--- config.mk ---
export PLATFORM = sky130hd
export DESIGN_NAME = prpe_div_cell
export DESIGN_NICKNAME = d
export VERILOG_FILES = /design/src/sv/prpe_pkg.sv /design/src/sv/prpe_div_cell.sv
export SDC_FILE = /design/constraint.sdc
export NUM_CORES = 1
export LEC_CHECK = 0
export ABC_CLOCK_PERIOD_IN_PS = 3000
export BUFFER_PORTS_ARGS = -buffer_cell sky130_fd_sc_hd__buf_2
export CAP_MARGIN = 20
export CORE_MARGIN = 1
export CORE_UTILIZATION = 44
export CTS_CLUSTER_SIZE = 30
export DETAILED_ROUTE_END_ITERATION = 16
export GPL_TIMING_DRIVEN = 0
export PLACE_DENSITY = 0.79
export SLEW_MARGIN = 5
export SYNTH_ARGS = -nofsm -noshare
export SYNTH_HDL_FRONTEND = slang
export SYNTH_SLANG_ARGS = --single-unit
--- constraint.sdc ---
create_clock -name clock -period 3 [get_ports clock]
set_clock_uncertainty 0.1 [all_clocks]
set_input_delay 0 -clock clock [delete_from_list [all_inputs] [get_ports clock]]
set_output_delay 0 -clock clock [all_outputs]
set_load 0.01 [all_outputs]
--- src/sv/prpe_pkg.sv ---
// shared types, widths and arithmetic helpers for the pairwise relative pose encoder
// no dependencies; the cells and the top level refer to this package by scoped names
package prpe_pkg;

   localparam int SQ_W = 49;
   localparam int RAD_W = 2 * SQ_W;
   localparam int DIV_Q = 35;
   localparam int DST_V = 10;
   localparam int LANES_SQ = 3;
   localparam int LANES_ANG = 4;
   localparam int CSR_ADDR_W = 3;
   localparam logic [CSR_ADDR_W-1:0] CSR_RADIUS_ADDR = 3'd0;
   localparam logic [DST_V-1:0] RADIUS_RESET = 10'd100;

   typedef struct packed {
      logic signed [31:0] first_center_x;
      logic signed [31:0] first_center_y;
      logic signed [15:0] first_dir_x;
      logic signed [15:0] first_dir_y;
      logic signed [31:0] second_center_x;
      logic signed [31:0] second_center_y;
      logic signed [15:0] second_dir_x;
      logic signed [15:0] second_dir_y;
   } req_type;

   typedef struct packed {
      logic signed [15:0] heading_cos;
      logic signed [15:0] heading_sin;
      logic signed [15:0] bearing_cos;
      logic signed [15:0] bearing_sin;
      logic [31:0] scaled_distance;
   } rsp_type;

   typedef struct packed {
      logic signed [32:0] hd;
      logic signed [32:0] hc;
      logic signed [49:0] bd;
      logic signed [49:0] bc;
   } num_type;

   function automatic logic [SQ_W-1:0] clamp_den(input logic [SQ_W-1:0] r);
      return (r == '0) ? SQ_W'(1) : r;
   endfunction

   function automatic logic [63:0] ang_dividend(input logic signed [49:0] num,
                                                input logic [SQ_W-1:0] den);
      logic [49:0] m;
      m = num[49] ? 50'(-num) : 50'(num);
      return (64'(m) << 14) + 64'(den >> 1);
   endfunction

   function automatic logic [15:0] sat_angle(input logic neg, input logic [DIV_Q-1:0] q);
      logic [15:0] r;
      if (neg) begin
         if (q > DIV_Q'(32768)) r = 16'h8000;
         else r = 16'(~q[15:0] + 16'd1);
      end else begin
         if (q > DIV_Q'(32767)) r = 16'h7fff;
         else r = q[15:0];
      end
      return r;
   endfunction

endpackage

--- src/sv/prpe_div_cell.sv ---
// one restoring division step: shifts in one dividend bit, yields one quotient bit
// depends on prpe_pkg for default widths
module prpe_div_cell #(
   parameter int V = prpe_pkg::SQ_W,
   parameter int Q = prpe_pkg::DIV_Q
) (
   input  logic         clock,
   input  logic         en,
   input  logic [Q-1:0] n_i,
   input  logic [V-1:0] rem_i,
   input  logic [Q-1:0] q_i,
   input  logic [V-1:0] dv_i,
   output logic [Q-1:0] n_o,
   output logic [V-1:0] rem_o,
   output logic [Q-1:0] q_o,
   output logic [V-1:0] dv_o
);
   logic [Q-1:0] n_ff, n_in, q_ff, q_in;
   logic [V-1:0] rem_ff, rem_in, dv_ff;
   logic [V:0]   cur, diff;
   logic         ge;

   always_comb begin
      cur = {rem_i, n_i[Q-1]};
      diff = cur - {1'b0, dv_i};
      ge = (cur >= {1'b0, dv_i});
      rem_in = ge ? diff[V-1:0] : cur[V-1:0];
      n_in = {n_i[Q-2:0], 1'b0};
      q_in = {q_i[Q-2:0], ge};
   end

   always_ff @(posedge clock) begin
      if (en) begin
         n_ff <= n_in;
         rem_ff <= rem_in;
         q_ff <= q_in;
         dv_ff <= dv_i;
      end
   end

   assign n_o = n_ff;
   assign rem_o = rem_ff;
   assign q_o = q_ff;
   assign dv_o = dv_ff;
endmodule

---- Word-level counts from Yosys, hierarchy flattened ----
Index checks and enable logic that the tools add are counted.
operators by class
  add/subtract/negate cells ............... 1
  mux-type cells .......................... 1
  magnitude comparators ................... 1
operators with widths
  cell              count
  $ge A50 B49 Y1    1
  $mux W49          1
  $sub A49 B49 Y49  1
storage, ports and cells
  register bits ........................... 167
  output and inout port bits .............. 168

---- Longest topological paths before layout ----
  word-level depth ........................ 2
  depth in mapped cells ................... 15
  gate-level depth less buffers ........... 14

---- Worst setup path after synthesis ----
Ideal clock, no wire load.
  kind .................................... input -> register
  from .................................... input n_i[34]
  to ...................................... register rem_ff[18] (netlist: rem_o[18]) (data pin)
  library setup time ...................... 262 ps
  path buffers ............................ 1
  setup slack ............................. 12 ps
  cell stages on the path ................. 14
  data required time ...................... 2,638 ps
  data arrival time ....................... 2,626 ps
  path through ............................ inv_1 -> ha_1 -> inv_1 -> fa_1 -> a21oi_1 -> o22ai_1 -> o211ai_1 -> o221ai_2 -> a21oi_2 -> o41ai_4 -> a211oi_4 -> o31ai_4 -> buf_4 -> mux2_1
on the way
  word-level cells in the longest chain between the ends .. 2
  elaborated cells on any way between the ends .. 3
  classes of those cells .................. add/sub: 1; order compare: 1; mux: 1
RTL lines
  element                                                    RTL line                                  source
  start: declaration                                         prpe_div_cell.sv:9                        input logic [Q-1:0] n_i,
  $sub A49 B49 Y49 / $ge A50 B49 Y1 (equally long branches)  prpe_div_cell.sv:25, prpe_div_cell.sv:26
  $mux W49 (*)                                               prpe_div_cell.sv:27                       rem_in = ge ? diff[V-1:0] : cur[V-1:0];
  named net rem_in[18]                                       prpe_div_cell.sv:19                       logic [V-1:0] rem_ff, rem_in, dv_ff;
  end signal: assignment                                     prpe_div_cell.sv:35                       rem_ff <= rem_in;
  end: declaration                                           prpe_div_cell.sv:19
The timed path passes the listed nets; every way through them passes the cells marked *.
A chain may end at the register's enable or synchronous reset.

---- Worst setup path after layout ----
  from .................................... input n_i[34]
  to ...................................... register rem_ff[44] (netlist: rem_o[44]) (data pin)
The elaborated chain is that of the path after synthesis.

==> impl_results.md <==
* Outcome: completed
* I/O pins at 338
* Critical path fanouts, max at 3
* Starting Density at between 40% and 50%
* Unique cell type count in the Yosys netlist at 52
* Share of the synthesized area in the top cell type at between 50 and 60%
* Crit path capture: rem_o[44]
* Syn-to-layout area delta at 53.5%
* Syn avg cell area at 11.9 sq um
* Die W at between 100 and 150 um
* # DRC at 0
* Slew headroom at 61.5%
* Mapped Nets at approximately 930
* Critical path data arrival time at 2.99 ns
* CP required at 3.07 ns
* Clk buf depth at 2
* Post-DR vias/cell at 5.21
* Overall Global Routing Usage at 27.5%
* Worst Hold Path Cells at 3
* Initial antenna violation count at 4
* Routed length on met2 at 14.8 mm
* Top cells by area, synth: edfxtp_1 59%, ha_1 7.2%, a21oi_1 5.3%, xnor2_1 3.0%, inv_1 2.8%
* Largest area contributor in the netlist: edfxtp_1
* GPL Wtd Cong at 0.846
* Total grt overflow at 0
* Worst setup SP type: primary input
* Uppermost layer routed: met5
* Hpwl dp at around 18 mm
* Ys flop type: edfxtp_1
* Die span in y at 141 um
* Largest net degree at the start of global routing at 99
* Period utilisation layout at 97.4%
* Final setup vio count at 0
* CTS tree: built
* DRT iter0 DRCs at 524
* Power per Cell Area at between 500 and 600 mW/mm^2
* First-pass GRT wire length at 41.5 mm
* Yosys warning total at 0
* Vias in the first global route at 7,937
* DIE AREA at just under 0.02 sq mm
* Met1 wire length at 10.4 mm
* Total Wirelength at 28.2 mm
* Mapped Area at 0.00851 sq mm
* Core ar. at 0.0188 sq mm
* DRT Pass-1 Iters at 5
* Worst vdd ir at 0.385 mV
* Setup TNS at 0 ns
* Leak at 0.00575 uW
* Mapped Cells at 713
* Worst hold-check path type: primary input to flop
* CP endpoint kind: flop
* Antenna-violating nets left at 0
* Max Freq at 342 MHz
* Vias post-DR at a little under 8,000
* Clk pin slew, worst setup/hold paths at about 0.080 ns
* DP Worst Slack at -0.852 ns
* Min Tclk post-route at 2.92 ns
* H-tree levels at 4
* Slew @ Worst Pin at 0.578 ns
* Fin. max-slew vios at 0
* Post-synthesis sequential area ratio at 59.0%
* Max-Cap Viols at 0
* Setup CP Type: primary input to flop
* NumNets Final at 1,468
* Root buffer cell: clkbuf_16
* Row count at 50
* Final worst setup slack at 0.0776 ns
* Seq cells post-synth at ~170
* Routed met3 length at 1.77 mm
* Layout cells sized above 1 at 33.0%
* Asr flop ratio synth at 0%
* Crit-path cells: buf_2, inv_1, ha_2, inv_1, fa_2, a21oi_4, o22ai_2, o211ai_1, buf_4, o221ai_2, a21oi_4, o41ai_4, buf_4, a211oi_4, buf_6, o21bai_1, xor2_1, mux2_1
* Clock sink count at around 170
* Final Hold Viols at 0
* TritonCTS Buffers at 17
* Post-synth EDFFs at ~170
* Worst setup path start: n_i[34]
* CP max-delay cell: fa_2
* Routed len/inst at about 18 um
* PortBufs at 335
* Slowest stage delay, CP at 0.38 ns
==> metrics by stage <==
step           cell area [sq um]  power (uW)  utilization [%]  instances  hold WS (ns)
2_1_floorplan               8510        3760                -        713      -0.00113
3_3_place_gp               10500        4310             55.8       1308        0.0766
3_5_place_dp               10500        4340             56.0       1309        0.0781
4_1_cts                    12900        6680             68.3       1511        -0.335
5_1_grt                    13100        7030             69.3       1524        0.0201
6_report                   13100        6760             69.3       1524        0.0278
==> cells in the final DEF (no fill, tap or decap), types with 7 or more instances in the layout <==
| cell | instances |
|---|---|
| buf_2 | 335 |
| a21oi_1 | 89 |
| o21ai_0 | 18 |
| nand2_1 | 26 |
| edfxtp_1 | 167 |
| nand4_1 | 20 |
| nor2_1 | 61 |
| o21a_1 | 7 |
| a21o_1 | 25 |
| buf_4 | 14 |
| mux2_1 | 10 |
| dlygate4sd3_1 | 168 |
| xor2_1 | 17 |
| clkbuf_16 | 17 |
| buf_6 | 8 |
| ha_1 | 45 |
| xnor2_1 | 29 |
| inv_1 | 64 |
| nand3_1 | 11 |
| clkbuf_1 | 21 |
| o21bai_1 | 12 |
==> registers in the layout, indices dropped and copies added (netlist names) <==
name   count
rem_o     49
dv_o      49
n_o       34
q_o       35
==> synthesized netlist by cell type (all sizes together) (4+ instances only) <==
cell,n
inv,64
mux2,11
clkbuf,22
and3,4
nor3,5
nor4,4
o221ai,5
o21bai,12
ha,49
a31oi,5
nor2,61
o21a,7
xnor2,29
and2,4
xor2,17
o31ai,7
buf,10
a21o,25
edfxtp,167
nand2,26
o21ai,19
nor2b,5
nand3,11
nand4,20
a211oi,4
a21oi,91
o211ai,4
==> worst min path at each step <==
stage	start	end	slack [ns]
4_1_cts	dv_i[0]	dv_o[0]	-0.33
6_report	rem_i[0]	rem_o[1]	0.03
3_3_place_gp	q_i[7]	q_o[8]	0.08
2_1_floorplan	dv_i[0]	dv_o[0]	-0.001
5_1_grt	rem_i[0]	rem_o[1]	0.02
3_5_place_dp	q_i[24]	q_o[25]	0.08
==> repair_timing <==
item	in CTS	in global routing
endpoints found under the hold margin	235	3
gates resized for setup	15	20
endpoints found under the setup margin	50	50
hold buffers	164	4
buffers inserted	7	6
cloned	1	0
pin swaps	7	5
==> final cells by class <==
cell class	instances	area (sq um)
diodes	3	7.51
well taps	260	325
repair buffers	517	3500
multi-input cells	450	3210
inverters	64	240
clock inverters	15	159
clock buffers	17	425
plain buffers	31	170
flip-flops and latches	167	5010
fillers	1307	5780
==> layer usage <==
layer	vias to the layer above	global-route usage, %
li1	3700	-
met1	3780	29.4
met2	386	51.6
met3	75	5.91
met4	2	12.8
met5	-	0
==> critical path: cells and delay by family <==
family | cells | cell delay, ns
compound gates | 8 | 1.29
xor+xnor | 1 | 0.14
fa+ha+maj | 2 | 0.56
buf+inv | 6 | 0.69
mux | 1 | 0.29
==> power breakdown <==
| group | internal [uW] | switching [uW] | total, uW | leakage [uW] |
|---|---|---|---|---|
| Sequential | 2860 | 63.9 | 2920 | 0.00164 |
| Combinational | 760 | 909 | 1670 | 0.00384 |
| Clock | 1120 | 1050 | 2170 | 0.000280 |
==> cell families after synthesis <==
group / share of synthesized area, %
AOI/OAI and AO/OA: 14.3
buffers and inverters: 4.53
and+or+nand+nor: 8.49
adders and majority gates: 7.44
DFF: 59.0
other: 0.0441
muxes: 1.46
xor gates and xnor gates: 4.74
(Power assumes the default switching activity.)
