===== config.mk =====
export PLATFORM = sky130hd
export DESIGN_NAME = prpe_sqrt_cell
export DESIGN_NICKNAME = d
export VERILOG_FILES = /design/src/sv/prpe_pkg.sv /design/src/sv/prpe_sqrt_cell.sv
export SDC_FILE = /design/constraint.sdc
export NUM_CORES = 1
export LEC_CHECK = 0
export BUFFER_PORTS_ARGS = -buffer_cell sky130_fd_sc_hd__buf_2
export CAP_MARGIN = 20
export CORE_MARGIN = 8
export CORE_UTILIZATION = 40
export CTS_CLUSTER_SIZE = 40
export DETAILED_ROUTE_END_ITERATION = 12
export PLACE_DENSITY = 0.75
export SYNTH_ARGS = -nofsm -noshare
export SYNTH_HDL_FRONTEND = slang
export SYNTH_SLANG_ARGS = --single-unit

===== constraint.sdc =====
create_clock -name clock -period 6.7 [get_ports clock]
set_input_delay 1.005 -clock clock [delete_from_list [all_inputs] [get_ports clock]]
set_output_delay 1.005 -clock clock [all_outputs]
set_load 0.05 [all_outputs]

===== src/sv/prpe_pkg.sv =====
// shared types, widths and arithmetic helpers for the pairwise relative pose encoder
// no dependencies; the cells and the top level refer to this package by scoped names
package prpe_pkg;

   localparam int SQ_W = 49;
   localparam int RAD_W = 2 * SQ_W;
   localparam int DIV_Q = 35;
   localparam int DST_V = 10;
   localparam int LANES_SQ = 3;
   localparam int LANES_ANG = 4;
   localparam int CSR_ADDR_W = 3;
   localparam logic [CSR_ADDR_W-1:0] CSR_RADIUS_ADDR = 3'd0;
   localparam logic [DST_V-1:0] RADIUS_RESET = 10'd100;

   typedef struct packed {
      logic signed [31:0] first_center_x;
      logic signed [31:0] first_center_y;
      logic signed [15:0] first_dir_x;
      logic signed [15:0] first_dir_y;
      logic signed [31:0] second_center_x;
      logic signed [31:0] second_center_y;
      logic signed [15:0] second_dir_x;
      logic signed [15:0] second_dir_y;
   } req_type;

   typedef struct packed {
      logic signed [15:0] heading_cos;
      logic signed [15:0] heading_sin;
      logic signed [15:0] bearing_cos;
      logic signed [15:0] bearing_sin;
      logic [31:0] scaled_distance;
   } rsp_type;

   typedef struct packed {
      logic signed [32:0] hd;
      logic signed [32:0] hc;
      logic signed [49:0] bd;
      logic signed [49:0] bc;
   } num_type;

   function automatic logic [SQ_W-1:0] clamp_den(input logic [SQ_W-1:0] r);
      return (r == '0) ? SQ_W'(1) : r;
   endfunction

   function automatic logic [63:0] ang_dividend(input logic signed [49:0] num,
                                                input logic [SQ_W-1:0] den);
      logic [49:0] m;
      m = num[49] ? 50'(-num) : 50'(num);
      return (64'(m) << 14) + 64'(den >> 1);
   endfunction

   function automatic logic [15:0] sat_angle(input logic neg, input logic [DIV_Q-1:0] q);
      logic [15:0] r;
      if (neg) begin
         if (q > DIV_Q'(32768)) r = 16'h8000;
         else r = 16'(~q[15:0] + 16'd1);
      end else begin
         if (q > DIV_Q'(32767)) r = 16'h7fff;
         else r = q[15:0];
      end
      return r;
   endfunction

endpackage


===== src/sv/prpe_sqrt_cell.sv =====
// one digit step of the integer square root chain: two radicand bits in, one root bit out
// depends on prpe_pkg for the default width
module prpe_sqrt_cell #(
   parameter int W = prpe_pkg::SQ_W
) (
   input  logic           clock,
   input  logic           en,
   input  logic [2*W-1:0] rad_i,
   input  logic [W:0]     rem_i,
   input  logic [W-1:0]   root_i,
   output logic [2*W-1:0] rad_o,
   output logic [W:0]     rem_o,
   output logic [W-1:0]   root_o
);
   logic [2*W-1:0] rad_ff, rad_in;
   logic [W:0]     rem_ff, rem_in;
   logic [W-1:0]   root_ff, root_in;
   logic [W+1:0]   cur, trial, diff;
   logic           ge;

   always_comb begin
      cur = {rem_i[W-1:0], rad_i[2*W-1 -: 2]};
      trial = {root_i, 2'b01};
      diff = cur - trial;
      ge = (cur >= trial);
      rem_in = ge ? diff[W:0] : cur[W:0];
      root_in = {root_i[W-2:0], ge};
      rad_in = {rad_i[2*W-3:0], 2'b00};
   end

   always_ff @(posedge clock) begin
      if (en) begin
         rad_ff <= rad_in;
         rem_ff <= rem_in;
         root_ff <= root_in;
      end
   end

   assign rad_o = rad_ff;
   assign rem_o = rem_ff;
   assign root_o = root_ff;
endmodule


**Word level (Yosys, flattened, before mapping)**

Index checks and enable logic that the tools add are counted.
Widths: inputs -> output; s select.

- Div/mod/pow operators: 0
- Reduce and logical (&&, ||, !) cells: 0
- Muxes and demuxes: 1
- Add/subtract/negate cells: 1
- Shift operators: 0
- Magnitude comparators: 1
- Equal/unequal tests: 0
- Multipliers: 0
- Bitwise gates (word level): 0

Operators by type and width:

| kind | number |
|---|---|
| $ge 51x51->1 | 1 |
| $mux 50 | 1 |
| $sub 50x50->50 | 1 |

- Output and inout bits: 197
- Memories kept: 0
- Bits in latches: 0
- Logic and storage cells: 6
- Register bits after elaboration: 195
- Memory bits (writable): 0
- Bits of input ports: 199
- Bits in read-only memories: 0

**Depth between registers and ports, before layout**

Gate-level depths: netlist of run 1.

- Depth after elaboration: 2
- Gate-level depth with buffers: 14
- Depth with buffers taken out: 11

**Least setup slack after synthesis of run 1**

No wires, ideal clock.

- Path type: input port to flip-flop
- Start point: input port root_i[5]
- End point: register rem_ff[11] (netlist: rem_o[11]) (data pin)
- Data required time: 6438 ps
- Library setup time: 262 ps
- Arrival: 3202 ps
- Cell stages on the path: 11
- Slack: 3236 ps
- Buffers on the path: 1
- Cells stage by stage: inv_1 > ha_1 > and4_4 > a221oi_1 > o211a_4 > o31ai_4 > a21oi_2 > o21ai_4 > a211oi_4 > buf_6 > mux2_1

- Longest elaborated chain between the ends: 2

RTL lines:

| element | RTL line | RTL |
|---|---|---|
| from (decl) | prpe_sqrt_cell.sv:10 | `input logic [W-1:0] root_i,` |
| $sub 50x50->50 or $ge 51x51->1 (tied branches) | prpe_sqrt_cell.sv:24, prpe_sqrt_cell.sv:25 |  |
| $mux 50 (*) | prpe_sqrt_cell.sv:26 | `rem_in = ge ? diff[W:0] : cur[W:0];` |
| net rem_in[11] | prpe_sqrt_cell.sv:16 | `logic [W:0] rem_ff, rem_in;` |
| to (signal assigned) | prpe_sqrt_cell.sv:34 | `rem_ff <= rem_in;` |
| to (decl) | prpe_sqrt_cell.sv:16 |  |

Mark *: on every way through the listed nets, which the timed path passes. The rest lies on a longest branch.
A chain may end at the register's enable or synchronous reset.

**Worst setup path after layout of run 1**

- Start point: input port root_i[1]
- End point: register rem_ff[45] (netlist: rem_o[45]) (data pin)

Same word-level chain as after synthesis.

==> results of run 1 <==
## kinds of logic (layout without fill, tap and decap cells)
kind of cell    count (synthesis)  count (layout)
compound gates                210             210
mux                             5               5
simple gates                  172             172
fa+ha+maj                      51              51
buf+inv                        86             489
xor+xnor                       45              45
flops                         195             195
other cells                     1               3
## cell usage in the layout (no fill, tap or decap), types with 3 or more instances in the layout
cell type  count
nand4_1       12
ha_1          51
a21o_1        23
nor2b_1        7
nand3_1        7
a211oi_1       3
nor4_1         3
edfxtp_1     195
nand2b_1       7
or3_1          3
buf_2        391
nor3_1         4
o21bai_1       8
clkbuf_16     17
buf_4          3
a21boi_0       3
xor2_1        24
inv_1         61
o21ai_1        8
o21a_1         6
a31o_2         3
inv_6          3
mux2_1         3
nor2_1        29
nand2_1       79
and4_1         4
a31oi_1        6
xnor2_1       21
inv_8          5
o21ai_0       64
and3_1         5
a21oi_1       53
o211ai_1       3
## metrics by stage
stage / utilization [%] / power [µW] / hold WS [ps] / setup WS [ps]
floorplan: - / 2260 / 1100 / 3240
global placement: 50.4 / 2530 / 1180 / 2680
detailed placement: 50.4 / 2540 / 1180 / 2630
CTS: 53.0 / 3610 / 725 / 3080
global route: 53.0 / 3720 / 720 / 2890
finish: 53.0 / 3580 / 746 / 3050
## path summary, 6_finish.rpt
kind	startpoint	endpoint	cells after the start
worst max-delay path	root_i[1]	rem_o[45]	12
worst min-delay path	rad_i[23]	rad_o[25]	1
## flip-flops by register name (all words and copies together), names as in the netlist
signal	cells
rad_o	96
rem_o	50
root_o	49
## routing by layer
| metal | track usage, % | routed length [µm] | up-vias |
|---|---|---|---|
| met4 | 5.72 | 543 | 2 |
| li1 | - | - | 3619 |
| met3 | 4.80 | 2300 | 35 |
| met2 | 36.7 | 15800 | 289 |
| met1 | 21.1 | 10800 | 3657 |
| met5 | 0 | 12 | - |
## critical path: stages
cell	delay [ps]
buf_2	90
inv_1	40
ha_1	340
o21a_1	230
o22ai_1	360
o211a_4	260
o211ai_1	120
a21oi_1	490
o21ai_0	290
a311oi_1	340
xor2_1	170
o21ai_1	70
## cell type report
class / instances / area (µm²) / area share, %
diodes: 1 / 2.50 / 0.0202
clock buffers: 18 / 429 / 3.46
clock inverters: 14 / 179 / 1.44
inverters: 61 / 229 / 1.85
multi-input cells: 485 / 3290 / 26.6
flip-flops and latches: 195 / 5860 / 47.2
well taps: 319 / 399 / 3.22
repair buffers: 396 / 2010 / 16.2
## power groups by stage
stage | Sequential (µW) | Clock [µW] | Combinational, µW
2_1_floorplan | 1950 | 0 | 306
3_3_place_gp | 1530 | 0 | 996
3_5_place_dp | 1540 | 0 | 1010
4_1_cts | 1510 | 1090 | 1010
5_1_grt | 1520 | 1130 | 1070
6_report | 1510 | 1070 | 1010
==> impl_results.md, run 1 <==
* Max cap viols at 0
* Post-Route Setup TNS at 0 ps
* Area share of xor/xnor cells in the synthesized design at 4.14%
* Syn_area_per_cell at 12.5 µm²
* Cts-stage hold buffer count at 0
* CP max FO at 5
* Leakage at 0.00552 µW
* Dpl hpwl at 23.8 mm
* Length of the first detailed-routing pass in iterations at 5
* Clk pwr share at 29.8%
* CTS tree: built
* Min Tclk post-route at 3650 ps
* Site Rows at 56
* Status: complete, no violations
* Yosys top cell by area: edfxtp_1
* Int Pwr at 2290 µW
* Post-synth ARST share at 0%
* Filler instances at 2077
* Largest family of logic cells by synthesized area: compound AO/OA/AOI/OAI gates
* Area Growth Syn to Fin at 30.1%
* Layout cells sized above 1 at 38.2%
* GRT Util Overall at 19.4%
* Rel. slew slack at 29.8%
* H-tree lvl count at 4
* Die area at 29000 µm²
* Via-to-Cell Ratio at 5.11
* Number of antenna violations at the first check in global routing at 4
* Final worst path period share at 54.5%
* Vias at 7602
* Synthesized flop and latch total at 195
* Post-CTS Setup Inserts at 0
* Area after DPL at 11800 µm²
* Sw Share at 36.0%
* HP Class: primary input to register
* Net Sw Power at 1290 µW
* Final ANT Viol Nets at 0
* Vias in the first global route at 7564
* Seq pwr share at 42.1%
* Drt initial violations at 472
* Post-synthesis adder-cell area fraction at 6.70%
* Mux contribution to synthesized area at 0.565%
* IO Count at 396
* Final Setup Violations at 0
* Combinational share of power at 28.1%
* Kind of critical path: primary input to register
* Pins over their slew limit at 0
* P per Cell Area at 289 nW/µm²
* Synth Instances at 765
* Worst setup SP type: primary input
* Peak supply drop at 0.000145 V
* CTS max path bufs at 2
* Count of cell types in the netlist at 69
* Register area share after synthesis at 61.4%
* CP arrival at 3810 ps
* Post-route cell area at 12400 µm²
* Final Hold Viols at 0
* Core Region at 23400 µm²
* Count leader, synth: edfxtp_1
* Mapped Area at 9530 µm²
* Number of enable flip-flop cells after synthesis at 195
* Placed Cells at 1456
* Largest net degree at the start of global routing at 83
* Max Clk Rate at 274 MHz
* IO buf count at 392
* Most used DFF post-synth: edfxtp_1
* First-pass GRT wire length at 43.1 mm
* Grt ovf at 0
* WL final at 29.5 mm
* Synth warnings at 0
* Residual DRC at 0
* CP required at 6860 ps
* Top cells by count, synth: 195 x edfxtp_1, 79 x nand2_1, 64 x o21ai_0
* DR WL/cell at 19.8 µm
* Worst slew pin tran at 1050 ps
* GPL Wtd Cong at 0.907
* Post-synth top area share at 61.4%
* # resized after CTS at 0
* Synth area leaders: edfxtp_1 61%, ha_1 6.7%, o21ai_0 3.4%
* Compound-Gate Fraction of Synth Area at 14.4%
* Initial core utilization at 40.7%
* Cts bufs inserted at 17
* CTS root buffer: clkbuf_16
* Clk pin slew, worst setup/hold paths at 90 ps
* Die width at 170 µm
* Post-Synth Simple-Gate Area at 8.68%
* RSZ-0062 raised after global routing: no
* Fin nets at 1406
* Die H at 170 µm
* Total clock sinks at 195
* Worst Setup End Kind: register
* Post-Layout Cell Count at 1489
(Power assumes the default switching activity.)
==> run 2, diff against run 1 <==
==> constraint.sdc (replaced) <==
create_clock -name clock -period 3.7 [get_ports clock]
set_input_delay 0.555 -clock clock [delete_from_list [all_inputs] [get_ports clock]]
set_output_delay 0.555 -clock clock [all_outputs]
set_load 0.05 [all_outputs]
==> impl_results.md, run 2 (synthesis gave the netlist of run 1 again) <==
* Post-CTS Setup Inserts at 0 (unchanged)
* CP arrival at 3260 ps (-550 ps)
* Die H at 170 µm (unchanged)
* Largest net degree at the start of global routing at 92 (+11%)
* Final ANT Viol Nets at 0 (unchanged)
* Die width at 170 µm (unchanged)
* Vias at 7541 (-0.80%)
* Filler instances at 2083 (+0.29%)
* Met3 usage in global routing at 5.77% (+0.97 points)
* Pins over their slew limit at 0 (unchanged)
* Dpl hpwl at 23.6 mm (-0.81%)
* Kind of critical path: primary input to register
* Grt ovf at 0 (unchanged)
* Worst setup SP type: primary input
* Max Clk Rate at 324 MHz
* Cts bufs inserted at 17 (unchanged)
* Vias in the first global route at 7416 (-2.0%)
* Status: complete, no violations
* Total clock sinks at 195 (unchanged)
* CTS max path bufs at 2 (unchanged)
* Overall power at 6450 µW (+80%)
* Global-route met2 utilization at 35.4% (-1.3 points)
* Area Growth Syn to Fin at 31.1%
* Core Region at 23400 µm² (unchanged)
* HP Class: primary input to register
* RSZ-0062 raised after global routing: no
* Area after DPL at 11900 µm² (+0.83%)
* DR WL/cell at 19.5 µm (-1.6%)
* Max reg flops at 96 (unchanged)
* Clk pin slew, worst setup/hold paths at 90 ps (about the same)
* Length of the first detailed-routing pass in iterations at 5 (unchanged)
* Peak supply drop at 0.000381 V (+160%)
* IO Count at 396 (unchanged)
* Highest cell delay on the worst timing path at 380 ps (-110 ps)
* Min Tclk post-route at 3080 ps
* CP required at 3870 ps (-2990 ps)
* # resized after CTS at 0 (unchanged)
* CP max FO at 32 (+27)
* H-tree lvl count at 4 (unchanged)
* Rel. slew slack at 48.7% (+19 points)
* Number of antenna violations at the first check in global routing at 5 (+1)
* Fin util at 53.4% (+0.40 points)
* Fin nets at 1414 (+0.57%)
* Most used cell, CP: inv_1
* Top Usage Layer GRT: met2
* Cts-stage hold buffer count at 0 (unchanged)
* Slowest-stage cell, CP: ha_1
* Post-Route Setup TNS at 0 ps (unchanged)
* Final Setup Violations at 0 (unchanged)
* Layout cells sized above 1 at 38.7% (+0.42 points)
* Post-route cell area at 12500 µm² (+0.76%)
* Drt initial violations at 504 (+6.8%)
* Initial core utilization at 40.7% (unchanged)
* GRT Util Overall at 19.5% (+0.036 points)
* Max cap viols at 0 (unchanged)
* Met1 Use GR at 21.2% (+0.11 points)
* CTS tree: built
* Most frequent cells in the layout: 391 x buf_2, 195 x edfxtp_1, 79 x nand2_1
* Leakage at 0.00557 µW (+0.88%)
* IO buf count at 392 (unchanged)
* Final worst path period share at 83.3%
* Number of buffers and inverters on the critical path at 4 (+2)
* First-pass GRT wire length at 42.8 mm (-0.56%)
* Crit path cell chain: buf_2, inv_1, ha_1, a21oi_1, o21ai_0, or2_2, a31oi_1, a311o_1, o21ai_4, a211oi_4, buf_12, inv_1, mux2_1
* Residual DRC at 0 (unchanged)
* Die area at 29000 µm² (unchanged)
* CTS root buffer: clkbuf_16
* WL final at 29.2 mm (-0.96%)
* Most common cell after layout, fill and taps aside: buf_2
* Worst slew pin tran at 769 ps (-284 ps)
* Worst Setup End Kind: register
* GPL Wtd Cong at 0.904 (-0.25%)
* Final Hold Viols at 0 (unchanged)
* Via-to-Cell Ratio at 5.03 (-1.5%)
* Cell family with most CP delay: compound AO/OA/AOI/OAI gates
* Site Rows at 56 (unchanged)
* P per Cell Area at 516 nW/µm² (+79%)
-- run 2: cell types whose count changed in the layout (fill, tap and decap cells not counted), sizes merged --
cell / previous run / this run
diode: 1 / 3
inv: 70 / 71
clkbuf: 19 / 18
clkinv: 4 / 5
buf: 395 / 403
bufinv: 1 / 0
-- run 2: routing by layer --
| metal | wire [µm] | vias up |
|---|---|---|
| met1 | 10700 | 3554 |
| met4 | 751 | 2 |
| met3 | 2550 | 39 |
| li1 | - | 3642 |
| met2 | 15200 | 304 |
| met5 | 12 | - |
-- run 2: final timing paths --
| kind | startpoint | slack (ps) | end | cells after the start |
|---|---|---|---|---|
| worst max-delay path | root_i[26] | 620 | rem_o[9] | 13 |
| worst min-delay path | rad_i[50] | 290 | rad_o[52] | 1 |
-- run 2: cell type report --
cell class	instances	area, µm²	share of cell area (%)
antenna	3	7.51	0.0601
clock buffer	17	425	3.40
clock inverter	15	174	1.39
inverter	61	229	1.83
multi-input combinational	485	3290	26.4
sequential	195	5860	46.9
tap	319	399	3.19
timing repair buffer	404	2110	16.9
-- run 2: power by group --
group          switching, µW  total (µW)  internal, µW
Clock                    961        1890           925
Combinational           1340        1840           494
Sequential              48.0        2730          2680
Total                   2350        6450          4100
-- run 2: metrics by stage --
| stage | cells | setup slack [ps] | hold WS, ps |
|---|---|---|---|
| floorplan | 766 | 686 | 654 |
| global placement | 1464 | 200 | 732 |
| detailed placement | 1464 | 147 | 733 |
| CTS | 1496 | 609 | 270 |
| global route | 1498 | 424 | 266 |
| finish | 1499 | 617 | 293 |
==> run 3, diff against run 2 <==
==> constraint.sdc (replaced) <==
create_clock -name clock -period 3.1 [get_ports clock]
set_input_delay 0.465 -clock clock [delete_from_list [all_inputs] [get_ports clock]]
set_output_delay 0.465 -clock clock [all_outputs]
set_load 0.05 [all_outputs]
==> impl_results.md, run 3 (synthesis gave the netlist of run 1 again) <==
* Vias in the first global route at 7848 (+5.8%)
* Post-CTS Setup Inserts at 0 (unchanged)
* Layout cells sized above 1 at 42.4% (+3.8 points)
* Kind of critical path: primary input to register
* Cts-stage hold buffer count at 0 (unchanged)
* Fin nets at 1491 (+5.4%)
* Dpl hpwl at 24.6 mm (+4.5%)
* Length of the first detailed-routing pass in iterations at 5 (unchanged)
* CTS root buffer: clkbuf_16
* CP max FO at 4 (-88%)
* Die H at 170 µm (unchanged)
* Drt initial violations at 477 (-5.4%)
* GPL Wtd Cong at 0.946 (+4.6%)
* Cell family with most CP delay: compound AO/OA/AOI/OAI gates
* Hold path startpoint: rad_i[53]
* Number of buffers and inverters on the critical path at 2 (-2)
* Final Hold Viols at 0 (unchanged)
* Crit path cell chain: buf_2, inv_1, ha_1, o21a_1, o311ai_2, a31o_2, a211oi_2, a2111oi_1, or3_4, and4b_1, o41ai_2
* IO buf count at 392 (unchanged)
* CTS max path bufs at 2 (unchanged)
* P per Cell Area at 601 nW/µm² (+16%)
* Peak supply drop at 0.000384 V (+0.76%)
* Highest cell delay on the worst timing path at 440 ps (+60 ps)
* DR WL/cell at 19.1 µm (-2.3%)
* RSZ-0062 raised after global routing: no
* Clk pin slew, worst setup/hold paths at 90 ps (about the same)
* Fin util at 55.9% (+2.5 points)
* Die width at 170 µm (unchanged)
* Worst setup SP type: primary input
* Area Growth Syn to Fin at 37.4%
* Rel. slew slack at 63.6% (+15 points)
* Grt ovf at 0 (unchanged)
* Worst slew pin tran at 545 ps (-224 ps)
* Status: complete, no violations
* Final worst path period share at 91.0%
* Most common cell after layout, fill and taps aside: buf_2
* IO Count at 396 (unchanged)
* Max reg flops at 96 (unchanged)
* Max Clk Rate at 355 MHz
* CP arrival at 3020 ps (-240 ps)
* Via-to-Cell Ratio at 4.93 (-2.0%)
* HP Class: primary input to register
* Initial core utilization at 40.7% (unchanged)
* Min Tclk post-route at 2820 ps
* Slowest-stage cell, CP: or3_4
* Residual DRC at 0 (unchanged)
* Vias at 7768 (+3.0%)
* Worst Setup End Kind: register
* Final ANT Viol Nets at 0 (unchanged)
* Setup crit start: root_i[2]
* Number of antenna violations at the first check in global routing at 4 (-1)
* Final Setup Violations at 0 (unchanged)
* Most frequent cells in the layout: 391 x buf_2, 195 x edfxtp_1, 84 x buf_4
* Site Rows at 56 (unchanged)
* CTS tree: built
* Total clock sinks at 195 (unchanged)
* GRT Util Overall at 20.0% (+0.51 points)
* H-tree lvl count at 4 (unchanged)
* Max cap viols at 0 (unchanged)
* Leakage at 0.00594 µW (+6.7%)
* CP required at 3300 ps (-570 ps)
* Cts bufs inserted at 17 (unchanged)
* Post-Route Setup TNS at 0 ps (unchanged)
* First-pass GRT wire length at 44.4 mm (+3.8%)
* # resized after CTS at 0 (unchanged)
* Largest net degree at the start of global routing at 68 (-26%)
* Pins over their slew limit at 0 (unchanged)
* Die area at 29000 µm² (unchanged)
* WL final at 30.0 mm (+2.7%)
* Core Region at 23400 µm² (unchanged)
run 3: changes by cell type in the layout (fill, tap and decap cells not counted):
cell | previous run | this run
clkinv_8 | 3 | 4
buf_4 | 8 | 84
buf_12 | 4 | 5
clkinvlp_4 | 0 | 1
clkinv_4 | 1 | 0
inv_8 | 4 | 3
run 3: power by group:
group	internal [µW]	leakage [µW]	switching (µW)	total, µW
Clock	1100	0.000290	1160	2260
Sequential	3200	0.00191	57.3	3260
Combinational	707	0.00375	1640	2350
Total	5010	0.00594	2850	7860
run 3: area by class of cell:
class,count,area [µm²]
fillers,2068,10300
flip-flops and latches,195,5860
multi-input cells,485,3290
repair buffers,481,2700
clock buffers,17,425
well taps,319,399
inverters,61,229
clock inverters,15,178
diodes,3,7.51
run 3: layer usage:
| layer | up-vias | global-route usage [%] | wire [µm] |
|---|---|---|---|
| met5 | - | 0 | 0 |
| met4 | 0 | 8.31 | 811 |
| met3 | 35 | 4.33 | 2050 |
| met2 | 276 | 36.4 | 15800 |
| met1 | 3671 | 22.2 | 11300 |
| li1 | 3786 | - | - |
run 3: path summary, 6_finish.rpt:
path / endpoint / slack, ps / depth (start not counted)
hold / removal: rad_o[55] / 210 / 1
setup / recovery: rem_o[44] / 280 / 11
run 3: per-stage QoR:
| stage | total power [µW] | hold WS (ps) | cell area (µm²) | setup slack [ps] | instances |
|---|---|---|---|---|---|
| 2_1_floorplan | 4880 | 564 | 9530 | 176 | 766 |
| 5_1_grt | 8180 | 183 | 13100 | 156 | 1576 |
| 3_3_place_gp | 5630 | 642 | 12500 | -91.2 | 1541 |
| 6_report | 7860 | 206 | 13100 | 280 | 1576 |
| 3_5_place_dp | 5670 | 643 | 12500 | -122 | 1541 |
| 4_1_cts | 7940 | 186 | 13100 | 330 | 1573 |
